**src/rtl/core/wtp_pkg.sv**
```systemverilog
// Shared constants, height table and grid helpers for the waveform trace plotter.
`timescale 1ns / 1ps
`default_nettype none

package wtp_pkg;

  localparam int COLUMNS_DEFAULT = 320;

  localparam int COL_W    = 9;
  localparam int SAMPLE_W = 8;
  localparam int HEIGHT_W = 8;
  localparam int ROW_W    = 8;
  localparam int COLOR_W  = 16;

  // configuration register indexes
  localparam int CFG_INDEX_W = 1;
  localparam logic [CFG_INDEX_W-1:0] REG_HOLD        = 1'd0;
  localparam logic [CFG_INDEX_W-1:0] REG_TRACE_COLOR = 1'd1;

  localparam logic [COLOR_W-1:0] COLOR_WHITE       = 16'hFFFF;
  localparam logic [COLOR_W-1:0] COLOR_GREY        = 16'h4208;
  localparam logic [COLOR_W-1:0] COLOR_BLACK       = 16'h0000;
  localparam logic [COLOR_W-1:0] TRACE_COLOR_RESET = 16'hFFE0;

  localparam logic [ROW_W-1:0]    BOTTOM_ROW  = 8'd219;
  localparam logic [HEIGHT_W-1:0] FULL_HEIGHT = 8'd200;
  localparam logic [HEIGHT_W-1:0] MID_HEIGHT  = 8'd100;

  typedef logic [HEIGHT_W-1:0] height_lut_t [256];

  // height = round-half-up(sample * 200 / 255), folded into one division
  function automatic height_lut_t build_height_lut();
    height_lut_t lut;
    for (int i = 0; i < 256; i++) begin
      lut[i] = HEIGHT_W'((i * 400 + 255) / 510);
    end
    return lut;
  endfunction

  localparam height_lut_t HEIGHT_LUT = build_height_lut();

  // v % 20 == 0 for v < 512: low two bits clear and (v >> 2) divisible by 5,
  // with the divide by 5 done as a multiply by 205/1024
  function automatic logic is_mult20(input logic [COL_W-1:0] v);
    logic [14:0] prod;
    logic [4:0]  q;
    logic [6:0]  q5;
    prod = 15'(v[8:2]) * 15'd205;
    q    = prod[14:10];
    q5   = 7'({2'b00, q} * 7'd5);
    return (v[1:0] == 2'b00) && (q5 == v[8:2]);
  endfunction

endpackage

`default_nettype wire

```
**src/rtl/core/wtp_ram.sv**
```systemverilog
// Generic simple dual-port RAM, read-first, registered read.
`timescale 1ns / 1ps
`default_nettype none

module wtp_ram #(
  parameter int WIDTH = 8,
  parameter int DEPTH = 320
) (
  input  wire logic                     clk,
  input  wire logic                     we,
  input  wire logic [$clog2(DEPTH)-1:0] waddr,
  input  wire logic [WIDTH-1:0]         wdata,
  input  wire logic                     re,
  input  wire logic [$clog2(DEPTH)-1:0] raddr,
  output logic      [WIDTH-1:0]         rdata
);

  logic [WIDTH-1:0] mem [DEPTH];

  // a read at the written address returns the old contents
  always_ff @(posedge clk) begin
    if (we) begin
      mem[waddr] <= wdata;
    end
    if (re) begin
      rdata <= mem[raddr];
    end
  end

endmodule

`default_nettype wire

```
**src/rtl/core/waveform_trace_plotter.sv**
```systemverilog
// Top level of the waveform trace plotter: height memory, erase/draw sequencer, output register.
//
//   channel  | handshake            | payload
//   ---------+----------------------+-------------------------------------------
//   in       | in_valid / in_stall  | column, sample, frame_end
//   out      | out_valid / out_stall| pixel_x, pixel_y, pixel_color, run_last
//   cfg      | cfg_valid / cfg_ready| cfg_index, cfg_data
//
// An erasing sample gives an erase word, then a draw word; a first-frame sample only a draw word.
// The rate is set by the single output register, one pixel word per cycle if not stalled.
// The height memory is written when an in-range sample is accepted outside hold, and read
// in the same cycle (old contents), so back-to-back samples on one column need no forwarding.
// rst clears control state only; the height memory is not cleared.
// out_stall backs up through the sequencer into in_stall within the same cycle.
`timescale 1ns / 1ps
`default_nettype none

module waveform_trace_plotter #(
  parameter int COLUMNS = wtp_pkg::COLUMNS_DEFAULT
) (
  input  wire logic                            clk,
  input  wire logic                            rst,
  input  wire logic                            in_valid,
  output logic                                 in_stall,
  input  wire logic [wtp_pkg::COL_W-1:0]       column,
  input  wire logic [wtp_pkg::SAMPLE_W-1:0]    sample,
  input  wire logic                            frame_end,
  output logic                                 out_valid,
  input  wire logic                            out_stall,
  output logic      [wtp_pkg::COL_W-1:0]       pixel_x,
  output logic      [wtp_pkg::ROW_W-1:0]       pixel_y,
  output logic      [wtp_pkg::COLOR_W-1:0]     pixel_color,
  output logic                                 run_last,
  input  wire logic                            cfg_valid,
  output logic                                 cfg_ready,
  input  wire logic [wtp_pkg::CFG_INDEX_W-1:0] cfg_index,
  input  wire logic [wtp_pkg::COLOR_W-1:0]     cfg_data
);

  import wtp_pkg::*;

  localparam int AW = $clog2(COLUMNS);

  // configuration
  logic               hold;
  logic [COLOR_W-1:0] trace_color;

  logic have_prev;

  // sequencer stage
  logic                s1_valid;
  logic                s1_erase;
  logic [COL_W-1:0]    s1_col;
  logic [HEIGHT_W-1:0] s1_h;
  logic                s1_x_white;
  logic                s1_x_grid;

  logic                in_fire;
  logic                take;
  logic                in_range;
  logic [AW-1:0]       addr;
  logic [HEIGHT_W-1:0] new_h;
  logic [HEIGHT_W-1:0] ram_rdata;

  logic                out_load;
  logic                s1_done;
  logic [HEIGHT_W-1:0] old_h;
  logic [HEIGHT_W-1:0] grid_row;
  logic [COLOR_W-1:0]  erase_color;

  assign cfg_ready = 1'b1;

  always_ff @(posedge clk) begin
    if (rst) begin
      hold        <= 1'b0;
      trace_color <= TRACE_COLOR_RESET;
    end else if (cfg_valid && cfg_ready) begin
      case (cfg_index)
        REG_HOLD:        hold        <= cfg_data[0];
        REG_TRACE_COLOR: trace_color <= cfg_data;
        default: ;
      endcase
    end
  end

  assign in_range = (32'(column) < COLUMNS);
  assign addr     = AW'(column);
  assign new_h    = HEIGHT_LUT[sample];

  assign out_load = s1_valid && (!out_valid || !out_stall);
  assign s1_done  = out_load && !s1_erase;
  assign in_stall = s1_valid && !s1_done;
  assign in_fire  = in_valid && !in_stall;
  assign take     = in_fire && !hold && in_range;

  wtp_ram #(
    .WIDTH (HEIGHT_W),
    .DEPTH (COLUMNS)
  ) u_height_ram (
    .clk   (clk),
    .we    (take),
    .waddr (addr),
    .wdata (new_h),
    .re    (take),
    .raddr (addr),
    .rdata (ram_rdata)
  );

  always_ff @(posedge clk) begin
    if (rst) begin
      have_prev <= 1'b0;
      s1_valid  <= 1'b0;
      s1_erase  <= 1'b0;
    end else begin
      if (take && frame_end) begin
        have_prev <= 1'b1;
      end
      if (take) begin
        s1_valid <= 1'b1;
        s1_erase <= have_prev;
      end else if (s1_done) begin
        s1_valid <= 1'b0;
      end else if (out_load) begin
        s1_erase <= 1'b0;
      end
    end
  end

  always_ff @(posedge clk) begin
    if (take) begin
      s1_col     <= column;
      s1_h       <= new_h;
      s1_x_white <= (column == '0) || (32'(column) == COLUMNS - 1) ||
                    (32'(column) == COLUMNS / 2);
      s1_x_grid  <= is_mult20(column);
    end
  end

  // grid color under the old trace pixel
  always_comb begin
    old_h    = (ram_rdata > FULL_HEIGHT) ? FULL_HEIGHT : ram_rdata;
    grid_row = FULL_HEIGHT - old_h;
    if (s1_x_white || grid_row == '0 || grid_row == MID_HEIGHT ||
        grid_row == FULL_HEIGHT) begin
      erase_color = COLOR_WHITE;
    end else if (s1_x_grid || is_mult20({1'b0, grid_row})) begin
      erase_color = COLOR_GREY;
    end else begin
      erase_color = COLOR_BLACK;
    end
  end

  always_ff @(posedge clk) begin
    if (rst) begin
      out_valid <= 1'b0;
    end else if (out_load) begin
      out_valid <= 1'b1;
    end else if (!out_stall) begin
      out_valid <= 1'b0;
    end
  end

  always_ff @(posedge clk) begin
    if (out_load) begin
      pixel_x <= s1_col;
      if (s1_erase) begin
        pixel_y     <= BOTTOM_ROW - old_h;
        pixel_color <= erase_color;
        run_last    <= 1'b0;
      end else begin
        pixel_y     <= BOTTOM_ROW - s1_h;
        pixel_color <= trace_color;
        run_last    <= 1'b1;
      end
    end
  end

`ifndef NO_ASSERTIONS
  // an erase is only ever pending once a sample with frame_end has been taken
  a_erase_after_frame: assert property (@(posedge clk) disable iff (rst)
    s1_valid && s1_erase |-> have_prev)
    else $error("erase pending before first frame completed");

  // once an erase word leaves, its draw word is loaded behind it
  a_draw_follows_erase: assert property (@(posedge clk) disable iff (rst)
    out_valid && !run_last && !out_stall |=> out_valid && run_last)
    else $error("draw word did not follow erase word");

  // sequencer moves from erase to draw without dropping the sample
  a_erase_then_draw: assert property (@(posedge clk) disable iff (rst)
    out_load && s1_erase |=> s1_valid && !s1_erase)
    else $error("sequencer lost sample after erase");

  // every pixel word lands inside the plot area
  a_row_in_plot: assert property (@(posedge clk) disable iff (rst)
    out_valid |-> (pixel_y >= 8'd19) && (pixel_y <= BOTTOM_ROW))
    else $error("pixel row outside plot area");
`endif

endmodule

`default_nettype wire

```
**config.mk**
```make
export PLATFORM = sky130hd
export DESIGN_NAME = waveform_trace_plotter
export DESIGN_NICKNAME = d
export VERILOG_FILES = /design/src/rtl/core/wtp_pkg.sv /design/src/rtl/core/wtp_ram.sv /design/src/rtl/core/waveform_trace_plotter.sv
export SDC_FILE = /design/constraint.sdc
export NUM_CORES = 2
export LEC_CHECK = 0
export BUFFER_PORTS_ARGS = -buffer_cell sky130_fd_sc_hd__buf_2
export CAP_MARGIN = 15
export CORE_ASPECT_RATIO = 0.9
export CORE_MARGIN = 4
export CORE_UTILIZATION = 25
export DETAILED_ROUTE_END_ITERATION = 10
export PLACE_DENSITY = 0.5
export RECOVER_POWER = 100
export SLEW_MARGIN = 20
export SYNTH_ARGS = -nofsm -noshare
export SYNTH_HDL_FRONTEND = slang
export SYNTH_HIERARCHICAL = 1
export SYNTH_SLANG_ARGS = --single-unit
```
**constraint.sdc**
```tcl
create_clock -name clk -period 34.8 [get_ports clk]
set_input_delay 1.74 -clock clk [delete_from_list [all_inputs] [get_ports clk]]
set_output_delay 1.74 -clock clk [all_outputs]
set_load 0.01 [all_outputs]
```
==> results by group <==
Run status
  – Status: complete, but fails checks
  – Violated checks: max-capacitance violations, max-slew violations

Timing
  – Worst hold margin: 0.4254 ns
  – Final hold vios: 0
  – Final cycle utilization of the critical path: between 50% and 60%
  – Fmax: around 55 MHz
  – Post-Route Skew: ~0.045 ns
  – Final TNS setup: 0 ns
  – Setup-failing EPs final: 0
  – Actual slew at the worst max-slew pin: just over 9 ns
  – Final min period: ~18 ns
  – RSZ-0062 raised after global routing: no
  – Final WS setup: 16.59 ns
  – Max-slew headroom: -505.1%
  – Max-slew violation count: 3,542

Hold path
  – HP Class: reg -> reg
  – Hold Path Depth: 0
  – Hold Path End: pixel_x[2]
  – Hold_sp: s1_col[2]

Detailed routing
  – Wirelength per Cell: between 20 and 25 um
  – Total number of vias: around 54k
  – DRT Wirelength: 281,400 um
  – DRT iter0 DRCs: around 5.7k
  – Post-DRT Antenna Nets: 0
  – Drt first pass iters: 8
  – Residual DRC: 0
  – Via-to-Cell Ratio: ~4.8

Placed design
  – Placer congestion estimate: 0.7889
  – HPWL after detailed placement: around 170,000 um
  – Port bufs: 75
  – Dpl ws: between 20 and 30 ns
  – Placed inst area: between 100,000 and 150,000 um^2

Power
  – Pwr Density: approximately 59 nW/um^2
  – Worst VDD drop: slightly below 0.04 mV
  – Leak Pwr: around 37 nW

Die
  – Die X: 695.0 um
  – # rows: around 230
  – Die area: around 440,000 um^2
  – Core area: between 400,000 and 500,000 um^2
  – Initial Util: 25.16%
  – Io pins: just under 80
  – Die height: 626.3 um

Yosys
  – Area share of the largest cell type after synthesis: between 70% and 80%
  – Synth async-reset ratio: 0%
  – Mapped Cells: about 5.4k
  – Count leader, synth: edfxtp_1
  – Synth unique cells: between 70 and 80
  – Flop and latch count out of synthesis: between 2k and 3k
  – Ys Warns: 6
  – Synth Flop Type: edfxtp_1
  – Leading post-synthesis cells by cell area: edfxtp_1, mux4_2, mux2i_1
  – Cell Area, Synth: between 100,000 and 150,000 um^2
  – Number of synthesized flops with an enable pin: about 2.6k
  – Synth area leader: edfxtp_1
  – Most instantiated cells after synthesis: edfxtp_1, mux4_2, nor2_1, mux2i_1, clkbuf_1
  – Mapped Nets: 5,498
  – Syn Area/Cell: 19.81 um^2
  – Seq/Total Area, Yosys: between 70 and 80%

Flow run
  – Max-capacitance violation count: just under 60

Global routing
  – Global Route Usage Sum: around an eighth
  – Via count of the first global-routing pass: around 54k
  – Initial antenna violation count: 10
  – First-pass GRT wire length: between 400,000 and 500,000 um
  – Grt total ovfl: 0
  – Largest net degree at the start of global routing: a little under 200

Clock tree
  – Clock buffer depth: 4
  – CTS tree: built
  – Clk slew on worst S/H paths: around 0.060 ns
  – CTS root buffer: clkbuf_16
  – H-tree levels: 5
  – # resized after CTS: 0
  – Postcts setup bufs: 0
  – Clock Latency Late Sink: 0.85 ns
  – Total clock sinks: 2,642
  – CTS Hold Bufs: 0
  – Total CTS buffers: between 200 and 300

Worst setup path
  – CP most frequent cell: clkbuf_1
  – Worst path top cell family by delay: buffers and inverters
  – Setup crit start kind: primary input
  – Critical path, cell by cell: clkbuf_1 -> clkbuf_1 -> clkbuf_1 -> clkbuf_1 -> clkbuf_1 -> mux4_2 -> mux4_2 -> a31oi_1 -> o211ai_1 -> a22o_1
  – WP data arrival: 18.81 ns
  – Reg2Reg Depth: 24
  – Worst Setup End Kind: flop
  – Slowest CP cell: clkbuf_1
  – Worst R2R Setup Slack: between 20 and 30 ns
  – WP data required: roughly 35 ns
  – CP Class: in -> reg
  – Reg2Reg Capture Point: pixel_color[9]
  – Slowest stage delay, CP: about 4.5 ns
  – Worst reg2reg startpoint: u_height_ram/rdata[4]
  – Critical path peak fanout: 95
  – Crit path depth: 10
  – CP bufs+invs: 5

Layout
  – Final instance area: between 100,000 and 150,000 um^2
  – P&R area growth vs syn: 14.19%
  – Share of layout cells above drive strength 1: around a fifth
  – # nets final: ~5.6k
-- layer usage --
metal  part of all wire [%]  track usage (%)
met1                     46            18.28
met2                     45            19.26
met3                    6.9            2.351
met4                    2.2            2.791
met5                 0.0046                0
-- through the flow --
| step | total power, mW | instances | utilization (%) |
|---|---|---|---|
| after floorplan | 4.055 | 5360 | - |
| after global placement | 4.222 | 10782 | 26.74 |
| after detailed placement | 4.233 | 10782 | 26.74 |
| after CTS | 7.153 | 11292 | 28.84 |
| after global routing | 7.360 | 11295 | 28.72 |
| final | 7.099 | 11296 | 28.73 |
-- sequential cells by signal, summed over array words and instances, names as in the netlist, 8 cells and up --
signal,cells
pixel_x,9
pixel_y,8
u_height_ram/rdata,8
u_height_ram/mem,2560
trace_color,16
s1_h,8
pixel_color,16
s1_col,9
-- area by class of cell --
type,instances,area [um^2]
Antenna cell,2,5.005
Fill cell,41287,300900
Inverter,60,232.7
Multi-Input combinational cell,2323,25160
Sequential cell,2642,79130
Clock inverter,155,1296
Timing Repair Buffer,173,882.1
Clock buffer,355,7585
Tap cell,5586,6989
-- worst max-delay path by stage --
stage,from,to,slack [ns]
after detailed placement,column[4],s1_x_grid,26.79
after floorplan,sample[2],s1_h[4],16.48
after global placement,column[4],s1_x_grid,26.69
after global routing,column[1],u_height_ram/rdata[4],15.61
final,column[1],u_height_ram/rdata[5],16.59
after CTS,column[4],s1_x_grid,27.68
-- cells by family (layout without fill, tap and decap cells) --
| family | after synthesis | in the layout | share of synthesized area, % |
|---|---|---|---|
| multiplexers | 894 | 894 | 15.51 |
| AND/OR/NAND/NOR | 733 | 733 | 2.997 |
| XOR/XNOR | 31 | 31 | 0.2816 |
| other | 1 | 3 | 0.003531 |
| flip-flops | 2642 | 2642 | 74.50 |
| adder cells (fa/ha/maj) | 99 | 99 | 1.277 |
| AO/OA/AOI/OAI | 565 | 565 | 3.583 |
| buffers and inverters | 395 | 743 | 1.843 |
-- report_power, final --
group	switching, mW	internal, mW	total [mW]
registers	0.00672	3.63	3.64
logic	0.376	0.173	0.549
clock network	1.23	1.68	2.91
-- cell usage in the layout (no fill, tap or decap), types with 50 or more instances in the layout --
master / instances
a21oi_1: 80
edfxtp_1: 2621
clkbuf_16: 293
a221oi_1: 82
clkinv_1: 64
inv_1: 56
nand2_1: 151
clkinv_2: 50
ha_1: 82
clkbuf_1: 163
mux4_2: 600
mux2i_1: 287
nand3_1: 51
nor2_1: 394
o21ai_0: 149
(Power assumes the default switching activity.)
